## config.mk

```make
export PLATFORM = sky130hd
export DESIGN_NAME = grid_falling_path_max_sum_unit
export DESIGN_NICKNAME = d
export VERILOG_FILES = /design/src/rtl/gfp_pkg.sv /design/src/rtl/gfp_row_mem.sv /design/src/rtl/gfp_cell_step.sv /design/src/rtl/grid_falling_path_max_sum_unit.sv
export SDC_FILE = /design/constraint.sdc
export NUM_CORES = 2
export LEC_CHECK = 0
export BUFFER_PORTS_ARGS = -buffer_cell sky130_fd_sc_hd__buf_2
export CAP_MARGIN = 30
export CORE_MARGIN = 1
export CORE_UTILIZATION = 35
export DETAILED_ROUTE_END_ITERATION = 10
export PLACE_DENSITY = 0.45
export SETUP_SLACK_MARGIN = 0.02
export SYNTH_ARGS = -nofsm -noshare
export SYNTH_HDL_FRONTEND = slang
export SYNTH_SLANG_ARGS = --single-unit
export TNS_END_PERCENT = 5
```

## constraint.sdc

```tcl
create_clock -name clk_i -period 36.4 [get_ports clk_i]
set_input_delay 3.64 -clock clk_i [delete_from_list [all_inputs] [get_ports clk_i]]
set_output_delay 3.64 -clock clk_i [all_outputs]
set_load 0.05 [all_outputs]
```

## src/rtl/gfp_pkg.sv

```systemverilog
// Shared types and constants for the grid falling-path maximum-sum unit.
// No dependencies; every other file in rtl/ imports this package.
package gfp_pkg;

  // Field widths fixed by the interface.
  localparam int unsigned CELL_W = 16;
  localparam int unsigned SUM_W  = 22;
  localparam int unsigned COL_W  = 7;
  localparam int unsigned GRID_W = 7;

  // Defaults for the top-level parameters and the size register.
  localparam int unsigned DEFAULT_MAX_SIZE = 64;
  localparam logic [GRID_W-1:0] GRID_RESET = 7'd8;

  // Saturation limits and the "nothing found" marker for a path sum.
  localparam logic signed [SUM_W-1:0] SUM_MAX  = 22'sh1FFFFF;
  localparam logic signed [SUM_W-1:0] SUM_MIN  = -22'sh200000;
  localparam logic signed [SUM_W-1:0] SUM_NONE = -22'sd1;

  typedef logic signed [CELL_W-1:0] cell_t;
  typedef logic signed [SUM_W-1:0]  sum_t;
  typedef logic        [COL_W-1:0]  column_t;

  // Position flags of one cell, handed from the input stage to the adder.
  typedef struct packed {
    logic first_row;
    logic has_left;
    logic has_right;
  } step_ctrl_t;

endpackage

```

## src/rtl/gfp_row_mem.sv

```systemverilog
// Row store of best path sums: one write and one registered read per cycle.
// A read of the entry being written in the same cycle returns the new data.
// Depends on gfp_pkg.
module gfp_row_mem #(
  parameter int unsigned DEPTH = gfp_pkg::DEFAULT_MAX_SIZE,
  parameter int unsigned AW    = $clog2(DEPTH)
) (
  input  logic                clk_i,
  input  logic                rst_ni,
  input  logic                wr_en_i,
  input  logic [AW-1:0]       wr_addr_i,
  input  gfp_pkg::sum_t       wr_data_i,
  input  logic                rd_en_i,
  input  logic [AW-1:0]       rd_addr_i,
  output gfp_pkg::sum_t       rd_data_o
);
  import gfp_pkg::*;

  sum_t       mem [DEPTH];
  sum_t       rd_data_q;
  sum_t       fwd_data_q;
  logic       fwd_q;
  logic       hit;

  assign hit = wr_en_i && (wr_addr_i == rd_addr_i);

  // Storage array and its registered read port.
  always_ff @(posedge clk_i) begin
    if (wr_en_i) begin
      mem[wr_addr_i] <= wr_data_i;
    end
    if (rd_en_i) begin
      rd_data_q <= mem[rd_addr_i];
    end
    if (rd_en_i && hit) begin
      fwd_data_q <= wr_data_i;
    end
  end

  // Remember whether the last read collided with a write.
  always_ff @(posedge clk_i or negedge rst_ni) begin
    if (!rst_ni) begin
      fwd_q <= 1'b0;
    end else if (rd_en_i) begin
      fwd_q <= hit;
    end
  end

  assign rd_data_o = fwd_q ? fwd_data_q : rd_data_q;

endmodule

```

## src/rtl/gfp_cell_step.sv

```systemverilog
// Path-sum step for one cell: three-way max over the row above, add, saturate.
// Depends on gfp_pkg.
module gfp_cell_step (
  input  gfp_pkg::cell_t     cell_i,
  input  gfp_pkg::sum_t      left_i,
  input  gfp_pkg::sum_t      center_i,
  input  gfp_pkg::sum_t      right_i,
  input  gfp_pkg::step_ctrl_t ctrl_i,
  output gfp_pkg::sum_t      sum_o
);
  import gfp_pkg::*;

  sum_t              best;
  sum_t              cell_ext;
  logic [SUM_W:0]    wide;

  assign cell_ext = {{(SUM_W-CELL_W){cell_i[CELL_W-1]}}, cell_i};

  // Pick the largest neighbor that lies inside the grid.
  always_comb begin
    best = center_i;
    if (ctrl_i.has_left && (left_i > best)) begin
      best = left_i;
    end
    if (ctrl_i.has_right && (right_i > best)) begin
      best = right_i;
    end
  end

  // One extra bit catches overflow; saturate to the sum range.
  assign wide = {best[SUM_W-1], best} + {cell_ext[SUM_W-1], cell_ext};

  always_comb begin
    if (ctrl_i.first_row) begin
      sum_o = cell_ext;
    end else if (wide[SUM_W] != wide[SUM_W-1]) begin
      sum_o = wide[SUM_W] ? SUM_MIN : SUM_MAX;
    end else begin
      sum_o = wide[SUM_W-1:0];
    end
  end

endmodule

```

## src/rtl/grid_falling_path_max_sum_unit.sv

```systemverilog
// Grid falling-path maximum sum: takes an N by N grid of signed cells in
// row-major order, one beat per clock, and after the last cell returns the
// largest path sum of the bottom row with its 1-based column (-1 and 0 when
// no sum is above -1). The unit sustains one cell per clock with no gaps
// unless a finished grid is held by out_stall_i: an input register feeds the
// max/add/saturate step, which writes the row store and the result register.
// The row store is read one column ahead on its single read port, which is
// what holds the step to one cell per clock. Writing grid_size restarts the
// grid and must only happen while the unit is idle.
// Depends on gfp_pkg, gfp_row_mem and gfp_cell_step.
module grid_falling_path_max_sum_unit #(
  parameter int unsigned MAX_SIZE = gfp_pkg::DEFAULT_MAX_SIZE
) (
  input  logic                       clk_i,
  input  logic                       rst_ni,
  input  logic                       grid_size_we_i,
  input  logic [gfp_pkg::GRID_W-1:0] grid_size_i,
  input  logic                       in_valid_i,
  output logic                       in_stall_o,
  input  gfp_pkg::cell_t             cell_value_i,
  output logic                       out_valid_o,
  input  logic                       out_stall_i,
  output gfp_pkg::sum_t              best_sum_o,
  output gfp_pkg::column_t           best_column_o
);
  import gfp_pkg::*;

  localparam int unsigned CW = $clog2(MAX_SIZE);
  localparam int unsigned NW = $clog2(MAX_SIZE + 1);

  // Effective grid size: zero works as one, large values clamp to MAX_SIZE.
  function automatic logic [NW-1:0] clamp_size(input logic [GRID_W-1:0] g);
    logic [NW-1:0] n;
    if (g == '0) begin
      n = NW'(1);
    end else if (32'(g) > MAX_SIZE) begin
      n = NW'(MAX_SIZE);
    end else begin
      n = NW'(g);
    end
    return n;
  endfunction

  logic [NW-1:0]  n_q;
  logic [CW-1:0]  col_cnt_q, col_cnt_d;
  logic [CW-1:0]  row_cnt_q, row_cnt_d;
  logic           acc_last_col, acc_last_row;
  logic           accept;

  // Input register of the current cell.
  logic           valid_q;
  cell_t          cell_q;
  logic [CW-1:0]  col_q;
  logic           last_col_q, last_row_q;
  step_ctrl_t     ctrl_q;

  logic           is_end;
  logic           fire;
  sum_t           right;
  sum_t           sum;
  sum_t           left_q, center_q;
  sum_t           run_best_q, run_best_d;
  column_t        run_col_q, run_col_d;
  logic           take_best;

  logic           out_valid_q;
  sum_t           out_sum_q;
  column_t        out_col_q;

  // Handshake: the input register drains unless a finished grid is blocked.
  assign is_end     = last_col_q && last_row_q;
  assign fire       = valid_q && !(is_end && out_valid_q && out_stall_i);
  assign in_stall_o = valid_q && !fire;
  assign accept     = in_valid_i && !in_stall_o;

  // Position of the arriving cell.
  assign acc_last_col = (NW'(col_cnt_q) == (n_q - NW'(1)));
  assign acc_last_row = (NW'(row_cnt_q) == (n_q - NW'(1)));
  assign col_cnt_d    = acc_last_col ? '0 : col_cnt_q + CW'(1);
  assign row_cnt_d    = !acc_last_col ? row_cnt_q :
                        (acc_last_row ? '0 : row_cnt_q + CW'(1));

  always_ff @(posedge clk_i or negedge rst_ni) begin
    if (!rst_ni) begin
      n_q       <= clamp_size(GRID_RESET);
      col_cnt_q <= '0;
      row_cnt_q <= '0;
    end else if (grid_size_we_i) begin
      n_q       <= clamp_size(grid_size_i);
      col_cnt_q <= '0;
      row_cnt_q <= '0;
    end else if (accept) begin
      col_cnt_q <= col_cnt_d;
      row_cnt_q <= row_cnt_d;
    end
  end

  // Input register: control part.
  always_ff @(posedge clk_i or negedge rst_ni) begin
    if (!rst_ni) begin
      valid_q <= 1'b0;
    end else if (accept) begin
      valid_q <= 1'b1;
    end else if (fire) begin
      valid_q <= 1'b0;
    end
  end

  // Input register: payload part.
  always_ff @(posedge clk_i) begin
    if (accept) begin
      cell_q           <= cell_value_i;
      col_q            <= col_cnt_q;
      last_col_q       <= acc_last_col;
      last_row_q       <= acc_last_row;
      ctrl_q.first_row <= (row_cnt_q == '0);
      ctrl_q.has_left  <= (col_cnt_q != '0);
      ctrl_q.has_right <= !acc_last_col;
    end
  end

  // Row store, read one column ahead (wrapping to column zero).
  gfp_row_mem #(
    .DEPTH (MAX_SIZE),
    .AW    (CW)
  ) u_row_mem (
    .clk_i     (clk_i),
    .rst_ni    (rst_ni),
    .wr_en_i   (fire),
    .wr_addr_i (col_q),
    .wr_data_i (sum),
    .rd_en_i   (accept),
    .rd_addr_i (col_cnt_d),
    .rd_data_o (right)
  );

  gfp_cell_step u_cell_step (
    .cell_i   (cell_q),
    .left_i   (left_q),
    .center_i (center_q),
    .right_i  (right),
    .ctrl_i   (ctrl_q),
    .sum_o    (sum)
  );

  // Slide the window of the row above; a one-column grid reuses its own sum.
  always_ff @(posedge clk_i or negedge rst_ni) begin
    if (!rst_ni) begin
      left_q   <= '0;
      center_q <= '0;
    end else if (fire) begin
      left_q   <= center_q;
      center_q <= (n_q == NW'(1)) ? sum : right;
    end
  end

  // Running maximum of the bottom row; first column wins on ties.
  assign take_best  = last_row_q && (sum > run_best_q);
  assign run_best_d = take_best ? sum : run_best_q;
  assign run_col_d  = take_best ? COL_W'(32'(col_q) + 32'd1) : run_col_q;

  always_ff @(posedge clk_i or negedge rst_ni) begin
    if (!rst_ni) begin
      run_best_q <= SUM_NONE;
      run_col_q  <= '0;
    end else if (grid_size_we_i || (fire && is_end)) begin
      run_best_q <= SUM_NONE;
      run_col_q  <= '0;
    end else if (fire) begin
      run_best_q <= run_best_d;
      run_col_q  <= run_col_d;
    end
  end

  // Result register.
  always_ff @(posedge clk_i or negedge rst_ni) begin
    if (!rst_ni) begin
      out_valid_q <= 1'b0;
    end else if (fire && is_end) begin
      out_valid_q <= 1'b1;
    end else if (!out_stall_i) begin
      out_valid_q <= 1'b0;
    end
  end

  always_ff @(posedge clk_i) begin
    if (fire && is_end) begin
      out_sum_q <= run_best_d;
      out_col_q <= run_col_d;
    end
  end

  assign out_valid_o   = out_valid_q;
  assign best_sum_o    = out_sum_q;
  assign best_column_o = out_col_q;

`ifndef ASSERT_OFF
  // A new result beat only follows the last cell of a grid.
  a_result_after_end : assert property (@(posedge clk_i) disable iff (!rst_ni)
    $rose(out_valid_q) |-> $past(fire && is_end))
    else $error("result appeared without a finished grid");

  // The column counter never leaves the grid.
  a_col_in_grid : assert property (@(posedge clk_i) disable iff (!rst_ni)
    NW'(col_cnt_q) < n_q)
    else $error("column counter beyond grid size");

  // The running best carries a column exactly when it is above -1.
  a_best_column_match : assert property (@(posedge clk_i) disable iff (!rst_ni)
    (run_col_q == '0) == (run_best_q == SUM_NONE))
    else $error("running best and its column disagree");
`endif

endmodule
```

# Yosys cells after proc, flatten, opt, wreduce, memory -nomap -nowiden
# Memory sizes are Yosys's and may differ from the RTL's. A register that Yosys moved wholly into a read port is not among the register bits.
# Index checks and enable logic that the tools add are counted.
dict set report totals {
  ff_bits 173
  ramBits 1408
  input_bits 28
  out_inout_bits 31
  wordCells 89
  n_memories 1
}
dict set report op_classes {
  add_sub_neg 5
  n_lt_le_gt_ge 4
  n_eq_ne 6
  mux 28
  n_reduce_logical 25
}
# memory depth word_bits rd rd_ports_with_merged_regs wr line_no
set memory_table {}
lappend memory_table {u_row_mem.mem 64 22 1 1 1 gfp_row_mem.sv:19} ;# sum_t mem [DEPTH];
# cell n
set ops {}
lappend ops {{two-way mux 22 bit} 10}
lappend ops {{greater-than comparator 22 bit} 3}
lappend ops {{two-way mux 6 bit} 7}
lappend ops {{two-way mux 7 bit} 5}
lappend ops {{adder 22 x 16 -> 23 bit} 1}
lappend ops {{== test 6 x 7 -> 1 bit} 2}
lappend ops {{adder 6 x 1 -> 6 bit (second input constant)} 2}
lappend ops {{logical AND 1 bit} 12}
lappend ops {{nonzero test 2 bit} 4}
lappend ops {{adder 6 x 1 -> 7 bit (second input constant)} 1}
lappend ops {{== test 7 x 1 -> 1 bit (second input constant)} 1}
lappend ops {{greater-than comparator 7 bit (second input constant)} 1}
lappend ops {{zero test 7 bit} 1}
lappend ops {{subtractor 7 x 1 -> 7 bit (second input constant)} 1}
lappend ops {{== test 6 bit} 1}
lappend ops {{zero test 6 bit} 1}
lappend ops {{two-way mux 1 bit} 6}
lappend ops {{nonzero test 6 bit} 1}
lappend ops {{zero test 1 bit} 4}
lappend ops {{inequality test 2 x 1 -> 1 bit (second input constant)} 1}
lappend ops {{AND reduction 2 bit} 1}
lappend ops {{logical OR 1 bit} 1}
lappend ops {{inequality test 1 bit} 1}

# Logic depth before layout (Yosys ltp)
dict set report logic_depth {
  depth_word 15
  mapped_depth 45
  ltp_nobuf 38
}

# Modules after synthesis
# A second synthesis with hierarchy kept.
dict set report unflattened {
  hier_cells 3589
  hier_area_um2 66940.5
}
# module instances cells_each area_per_inst_um2 seq_area_each_um2
set modules_own_cells {}
lappend modules_own_cells {gfp_row_mem 1 2440 55859.8 43626.8}
lappend modules_own_cells {grid_falling_path_max_sum_unit 1 702 7772.5 4062.6}
lappend modules_own_cells {gfp_cell_step 1 447 3308.2 0.0}

# Least setup slack after synthesis
# OpenSTA, ideal clock, no wires.
dict set report synth_timing {
  kind {reg-to-reg}
  start {register center_q[19]}
  end {register out_sum_q[1] (netlist: best_sum_o[1]) (data pin)}
  setup_ns 0.270
  arrival_time_ns 11.883
  required_time_ns 36.130
  path_slack_ns 24.247
  stages_incl_launch_ff 38
  path_buffers 6
  period_less_slack_ns 12.153
  path_cell_list {dfrtp_1 inv_1 ha_1 a21o_1 a2111oi_0 a21bo_2 clkbuf_1 a311oi_1 ha_1 a21o_1 a21o_1 a21oi_1 nor2_1 a211oi_1 o211ai_1 o2111ai_1 clkbuf_1 mux2i_1 [... 2 more ...] o21ai_0 nand3_1 a211o_1 and3_1 clkbuf_1 clkbuf_1 a21oi_1 o31ai_1 ha_1 a21o_1 a21oi_1 o2111ai_1 a31o_2 a21oi_1 or3_1 clkbuf_1 buf_1 mux2_2}
}
dict set report synth_between {
  elab_chain_len 13
  elab_cells_between_ends 14
  classes_between {1 x add/sub; 3 x order compare; 1 x eq/ne; 6 x mux; 3 x reduce/logical}
}
# item line_no
set synth_rtl {}
lappend synth_rtl {{start: declaration} grid_falling_path_max_sum_unit.sv:61} ;# sum_t left_q, center_q;
lappend synth_rtl {{start signal: assignment} grid_falling_path_max_sum_unit.sv:153} ;# center_q <= (n_q == NW'(1)) ? sum : right;
lappend synth_rtl {{greater-than comparator 22 bit} gfp_cell_step.sv:22} ;# if (ctrl_i.has_left && (left_i > best)) begin
lappend synth_rtl {{logical AND 1 bit} gfp_cell_step.sv:22}
lappend synth_rtl {{two-way mux 22 bit (*)} gfp_cell_step.sv:22}
lappend synth_rtl {{greater-than comparator 22 bit} gfp_cell_step.sv:25} ;# if (ctrl_i.has_right && (right_i > best)) begin
lappend synth_rtl {{logical AND 1 bit} gfp_cell_step.sv:25}
lappend synth_rtl {{two-way mux 22 bit (*)} gfp_cell_step.sv:25}
lappend synth_rtl {{adder 22 x 16 -> 23 bit (*)} gfp_cell_step.sv:31} ;# assign wide = {best[SUM_W-1], best} + {cell_ext[SUM_W-1], cell_ext};
lappend synth_rtl {{two-way mux 22 bit / inequality test 1 bit (equally long branches)} {gfp_cell_step.sv:37, gfp_cell_step.sv:36}}
lappend synth_rtl {{two-way mux 22 bit (*)} gfp_cell_step.sv:36} ;# end else if (wide[SUM_W] != wide[SUM_W-1]) begin
lappend synth_rtl {{two-way mux 22 bit (*)} gfp_cell_step.sv:34} ;# if (ctrl_i.first_row) begin
lappend synth_rtl {{via sum[3]} grid_falling_path_max_sum_unit.sv:60} ;# sum_t sum;
lappend synth_rtl {{greater-than comparator 22 bit (*)} grid_falling_path_max_sum_unit.sv:158} ;# assign take_best = last_row_q && (sum > run_best_q);
lappend synth_rtl {{logical AND 1 bit (*)} grid_falling_path_max_sum_unit.sv:158}
lappend synth_rtl {{two-way mux 22 bit (*)} grid_falling_path_max_sum_unit.sv:159} ;# assign run_best_d = take_best ? sum : run_best_q;
lappend synth_rtl {{via run_best_d[1]} grid_falling_path_max_sum_unit.sv:62} ;# sum_t run_best_q, run_best_d;
lappend synth_rtl {{end signal: assignment} grid_falling_path_max_sum_unit.sv:188} ;# out_sum_q <= run_best_d;
lappend synth_rtl {{end: declaration} grid_falling_path_max_sum_unit.sv:67} ;# sum_t out_sum_q;
# The timed path passes the listed nets; every way through them passes the cells marked *.
# A chain may end at the register's enable or synchronous reset.

# Worst setup path after layout
dict set report layout_timing {
  start {register center_q[3]}
  end {register run_best_q[19]}
}
dict set report layout_between {
  elab_chain_len 15
  elab_cells_between_ends 16
  classes_between {1 x add/sub; 3 x order compare; 1 x eq/ne; 8 x mux; 3 x reduce/logical}
}
# item line_no
set layout_rtl {}
lappend layout_rtl {{greater-than comparator 22 bit} gfp_cell_step.sv:22}
lappend layout_rtl {{logical AND 1 bit} gfp_cell_step.sv:22}
lappend layout_rtl {{two-way mux 22 bit (*)} gfp_cell_step.sv:22}
lappend layout_rtl {{greater-than comparator 22 bit} gfp_cell_step.sv:25}
lappend layout_rtl {{logical AND 1 bit} gfp_cell_step.sv:25}
lappend layout_rtl {{two-way mux 22 bit (*)} gfp_cell_step.sv:25}
lappend layout_rtl {{adder 22 x 16 -> 23 bit (*)} gfp_cell_step.sv:31}
lappend layout_rtl {{two-way mux 22 bit / inequality test 1 bit (equally long branches)} {gfp_cell_step.sv:37, gfp_cell_step.sv:36}}
lappend layout_rtl {{two-way mux 22 bit (*)} gfp_cell_step.sv:36}
lappend layout_rtl {{two-way mux 22 bit (*)} gfp_cell_step.sv:34}
lappend layout_rtl {{via sum[15]} grid_falling_path_max_sum_unit.sv:60}
lappend layout_rtl {{greater-than comparator 22 bit (*)} grid_falling_path_max_sum_unit.sv:158}
lappend layout_rtl {{logical AND 1 bit (*)} grid_falling_path_max_sum_unit.sv:158}
lappend layout_rtl {{two-way mux 22 bit (*)} grid_falling_path_max_sum_unit.sv:159}
lappend layout_rtl {{two-way mux 22 bit (*)} grid_falling_path_max_sum_unit.sv:169} ;# end else if (fire) begin
lappend layout_rtl {{two-way mux 22 bit (*)} grid_falling_path_max_sum_unit.sv:166} ;# end else if (grid_size_we_i || (fire && is_end)) begin
lappend layout_rtl {{end signal: assignment} grid_falling_path_max_sum_unit.sv:170} ;# run_best_q <= run_best_d;
lappend layout_rtl {{end: declaration} grid_falling_path_max_sum_unit.sv:62}
# The timed path passes the listed nets; every way through them passes the cells marked *. The select of a mux whose other input is x is not followed.

==> out/qor.tcl <==
set qor(fmax_mhz) 90.3
set qor(finalHoldViolCount) 0
set qor(layout_worst_path_cycle_share_pct) 30.4
set qor(ys_async_sr_fraction_pct) 5.93
set qor(cts.path.max_buffers) 3
set qor(power.total_mw) 4.54
set qor(layout-area-overhead-vs-synth_pct) 14.4
set qor(timing.slew.headroom_pct) 29.9
set qor(pwr_density_cell_nw_per_um2) 58.6
set qor(route.top_layer_used) {met5}
set qor(synth_largest_area_cell) {sky130_fd_sc_hd__edfxtp_1}
set qor(syn_nets) 4670
set qor(muxShareOfSynthArea_pct) 7.91
set qor(dp.final_hpwl_um) 137000
set qor(clock_latency_ns) 0.85
set qor(seq_area_frac_synth_pct) 70.4
set qor(worst_ir_drop_vdd_uv) 52.8
set qor(die_h_um) 442
set qor(crit_type) {register to register}
set qor(fp.coreArea_um2) 192000
set qor(data_required_time_at_the_worst_endpoint_ns) 37.17
set qor(syn-mean-instance-area_um2) 14.9
set qor(drt_iter0_markers) 4385
set qor(synth_simple_gate_area_share_pct) 6.20
set qor(drt_first_pass_iters) 6
set qor(clock_skew_ns) 0.0548
set qor(grt_setup_unrepaired) {no}
set qor(gr-total-overflow) 0
set qor(reg2reg_slack_ns) 25.33
set qor(cts_root_buffer_type) {sky130_fd_sc_hd__clkbuf_16}
set qor(globalplace.congestion) 0.888
set qor(met3RoutedLength_um) 13900
set qor(grt_pass1_vias) 40800
set qor(sort_of_element_at_the_end_of_the_critical_path) {register}
set qor(status) {finished, final reports clean}
set qor(cts_num_sinks) 1603
set qor(grt_start_max_net_pins) 110
set qor(grt_antenna_before_repair) 17
set qor(timing.final.max_slew_violations) 0
set qor(post_cts_resized) 0
set qor(synth_cells) 4546
set qor(arrival_time_of_data_at_the_critical_path_endpoint_ns) 11.84
set qor(final.fill_count) 17600
set qor(synth_top_family_by_area) {compound AO/OA/AOI/OAI gates}
set qor(port_buffers) 58
set qor(clock_pin_transition_on_the_worst_setup_and_hold_timing_paths_ns) 0.06
set qor(cell_type_of_the_slowest_stage_on_the_worst_timing_path) {sky130_fd_sc_hd__o21ai_1}
set qor(tns_ns) 0
set qor(boundaryPins) 59
set qor(worst_hold_slack_ns) 0.500
set qor(yosys_register_bits) 1603
set qor(timing.final.setup_violations) 0
set qor(synth_enable_flop_cells) 1508
set qor(vias) 42000
set qor(rows) 161
set qor(layout.nets) 4767
set qor(netlist.area_leader.share_pct) 66.8
set qor(finish.cell_count_without_fillers) 7322
set qor(routed_via_density) 5.74
set qor(worst_path_largest_cell_delay_ns) 0.68
set qor(grtUsageTotal_pct) 23.2
set qor(critPathMostFrequentCell) {sky130_fd_sc_hd__a21o_1}
set qor(wl_met2_um) 108000
set qor(p_leak_nw) 25.7
set qor(worst_pin_slew_ns) 1.05
set qor(synthDistinctLibCells) 94
set qor(drive_gt1_share_pct) 17.1
set qor(cts_post_setup_buffers_inserted) 0
set qor(ys_warn_count) 0
set qor(synth.area.top_cells) {sky130_fd_sc_hd__edfxtp_1 67%, sky130_fd_sc_hd__mux4_2 4.3%, sky130_fd_sc_hd__dfrtp_1 2.7%, sky130_fd_sc_hd__mux2i_1 2.4%, sky130_fd_sc_hd__nand2_1 2.2%}
set qor(synth_fa_ha_area_share_pct) 1.90
set qor(dpl_cell_area_um2) 71900
set qor(synth_compound_area_share_pct) 10.6
set qor(die_area_um2) 195000
set qor(cts_inserted_buffers) 178
set qor(first_pass_grt_wire_length_um) 325000
set qor(netlist_area_pre_place_um2) 67800
set qor(final_cell_area_um2) 77500
set qor(top_reg_cell_synth) {sky130_fd_sc_hd__edfxtp_1}
set qor(route.final.wire_length_um) 230000
set qor(min_path_type) {register to register}
set qor(h_tree_lvls) 4
set qor(postCtsHoldBufs) 0
set qor(route.detailed.wl_per_inst_um) 31.5
set qor(post_route_m1_wl_um) 102000
set qor(post_route_drc_violation_count) 0
set qor(floorplan.initialDensity_pct) 35.2
set qor(die_span_x_um) 442
set qor(post-place-cells) 6988
set qor(antenna_nets_post_route) 0
set qor(synth_xor_area_share_pct) 0.557
set qor(worstSetupStartpointType) {register}
set qor(cts_tree) {done}
set qor(drv_cap) 0
set qor(post-route-min-period_ns) 11.07
set qor(timing.critical_path.fanout_max) 66
-- where the power goes --
| part | leakage, nW | internal (mW) | switching [mW] | total [mW] |
|---|---|---|---|---|
| combinational | 8.27 | 0.241 | 0.511 | 0.751 |
| sequential | 14.7 | 2.05 | 0.0169 | 2.07 |
| clock | 2.68 | 0.968 | 0.761 | 1.73 |
| total | 25.7 | 3.26 | 1.29 | 4.54 |
-- final timing paths --
kind / start / endpoint / cells after the start
max in group asynchronous: rst_ni / col_cnt_q[0] / 2
min: run_col_q[5] / run_col_q[5] / 1
max: center_q[3] / run_best_q[19] / 38
min in group asynchronous: rst_ni / run_col_q[2] / 1
min reg2reg: run_col_q[5] / run_col_q[5] / 1
max reg2reg: center_q[3] / run_best_q[19] / 38
-- cells in the final DEF (no fill, tap or decap), types with 14 or more instances in the layout --
cell	count
sky130_fd_sc_hd__o211ai_1	39
sky130_fd_sc_hd__nor2_2	37
sky130_fd_sc_hd__nand2_1	392
sky130_fd_sc_hd__a311oi_1	40
sky130_fd_sc_hd__a31oi_1	22
sky130_fd_sc_hd__o31ai_1	25
sky130_fd_sc_hd__nand4_1	29
sky130_fd_sc_hd__dfstp_2	23
sky130_fd_sc_hd__a21oi_1	243
sky130_fd_sc_hd__xnor2_1	22
sky130_fd_sc_hd__clkinv_1	34
sky130_fd_sc_hd__ha_1	94
sky130_fd_sc_hd__nor2_4	31
sky130_fd_sc_hd__mux2_2	74
sky130_fd_sc_hd__a21o_1	37
sky130_fd_sc_hd__buf_2	59
sky130_fd_sc_hd__nand3_1	80
sky130_fd_sc_hd__a211o_1	14
sky130_fd_sc_hd__a22oi_1	16
sky130_fd_sc_hd__clkbuf_16	180
sky130_fd_sc_hd__or2_2	14
sky130_fd_sc_hd__o311a_1	32
sky130_fd_sc_hd__nor2_1	246
sky130_fd_sc_hd__a211oi_1	48
sky130_fd_sc_hd__o22ai_1	142
sky130_fd_sc_hd__clkbuf_1	64
sky130_fd_sc_hd__mux2i_1	162
sky130_fd_sc_hd__buf_4	146
sky130_fd_sc_hd__mux4_2	129
sky130_fd_sc_hd__o21ai_0	170
sky130_fd_sc_hd__edfxtp_1	1508
sky130_fd_sc_hd__dfrtp_1	71
sky130_fd_sc_hd__nor3_1	27
sky130_fd_sc_hd__inv_1	100
sky130_fd_sc_hd__clkinv_2	25
sky130_fd_sc_hd__o221ai_1	51
-- kinds of logic after synthesis --
kind of cell / count (synthesis)
AO/OA/AOI/OAI: 1068
flip-flops: 1603
XOR/XNOR: 40
buffers and inverters: 407
multiplexers: 365
adder cells (fa/ha/maj): 104
AND/OR/NAND/NOR: 959
-- cell usage after synthesis, drive strengths merged, types with 13 or more instances --
library cell  number
xor2              14
nand2            397
dfstp             23
a21o              37
o31ai             26
o221ai            52
ha                95
edfxtp          1508
mux4             129
o22ai            144
a21oi            248
nand4             30
mux2i            162
a211o             14
o21ai            189
nand3             80
o211ai            39
nor4              14
a311oi            40
or2               14
mux2              74
a221oi            13
a22oi             16
inv              109
dfrtp             72
o22a              15
xnor2             24
buf              129
a211oi            49
o32ai             14
o311a             32
a31oi             24
nor3              28
clkbuf           168
nor2             314
-- routing by layer --
layer,vias up,track usage (%)
met5,-,0
met4,2,6.88
met3,286,3.29
met2,1541,37.0
met1,22100,33.0
li1,18100,-
-- sequential cells by signal (all words and copies together), names as in the netlist --
name / cells
cell_q: 16
last_col_q: 1
left_q: 22
col_q: 6
last_row_q: 1
u_row_mem.mem: 1408
best_sum_o: 22
col_cnt_q: 6
row_cnt_q: 6
run_col_q: 7
valid_q: 1
out_valid_o: 1
run_best_q: 22
u_row_mem.fwd_data_q: 22
ctrl_q: 3
u_row_mem.rd_data_q: 22
best_column_o: 7
u_row_mem.fwd_q: 1
center_q: 22
n_q: 7
-- worst max-delay path, delay by kind of cell (launching register included) --
family                   cells  cell delay (ns)
AND/OR/NAND/NOR              6             1.65
multiplexers                 1             0.24
adder cells (fa/ha/maj)      4             1.43
AO/OA/AOI/OAI               23             6.17
buffers and inverters        4             1.14
flip-flops                   1             0.37
-- stage by stage --
step           utilization, %  setup WS [ns]
6_report                 40.3          25.33
5_1_grt                  40.3          24.46
4_1_cts                  40.3          25.43
3_5_place_dp             37.4          25.44
3_3_place_gp             37.3          25.59
2_1_floorplan               -          24.25
-- cell type report --
type | count | area, um2 | share of cell area [%]
Timing Repair Buffer | 214 | 1590 | 2.06
Clock buffer | 247 | 4790 | 6.17
Multi-Input combinational cell | 2536 | 19100 | 24.6
Antenna cell | 6 | 15.0 | 0.0194
Inverter | 110 | 423 | 0.546
Sequential cell | 1603 | 47700 | 61.5
Tap cell | 2526 | 3160 | 4.08
Clock inverter | 80 | 753 | 0.972
Note: power is estimated with default switching activity, not from simulation.
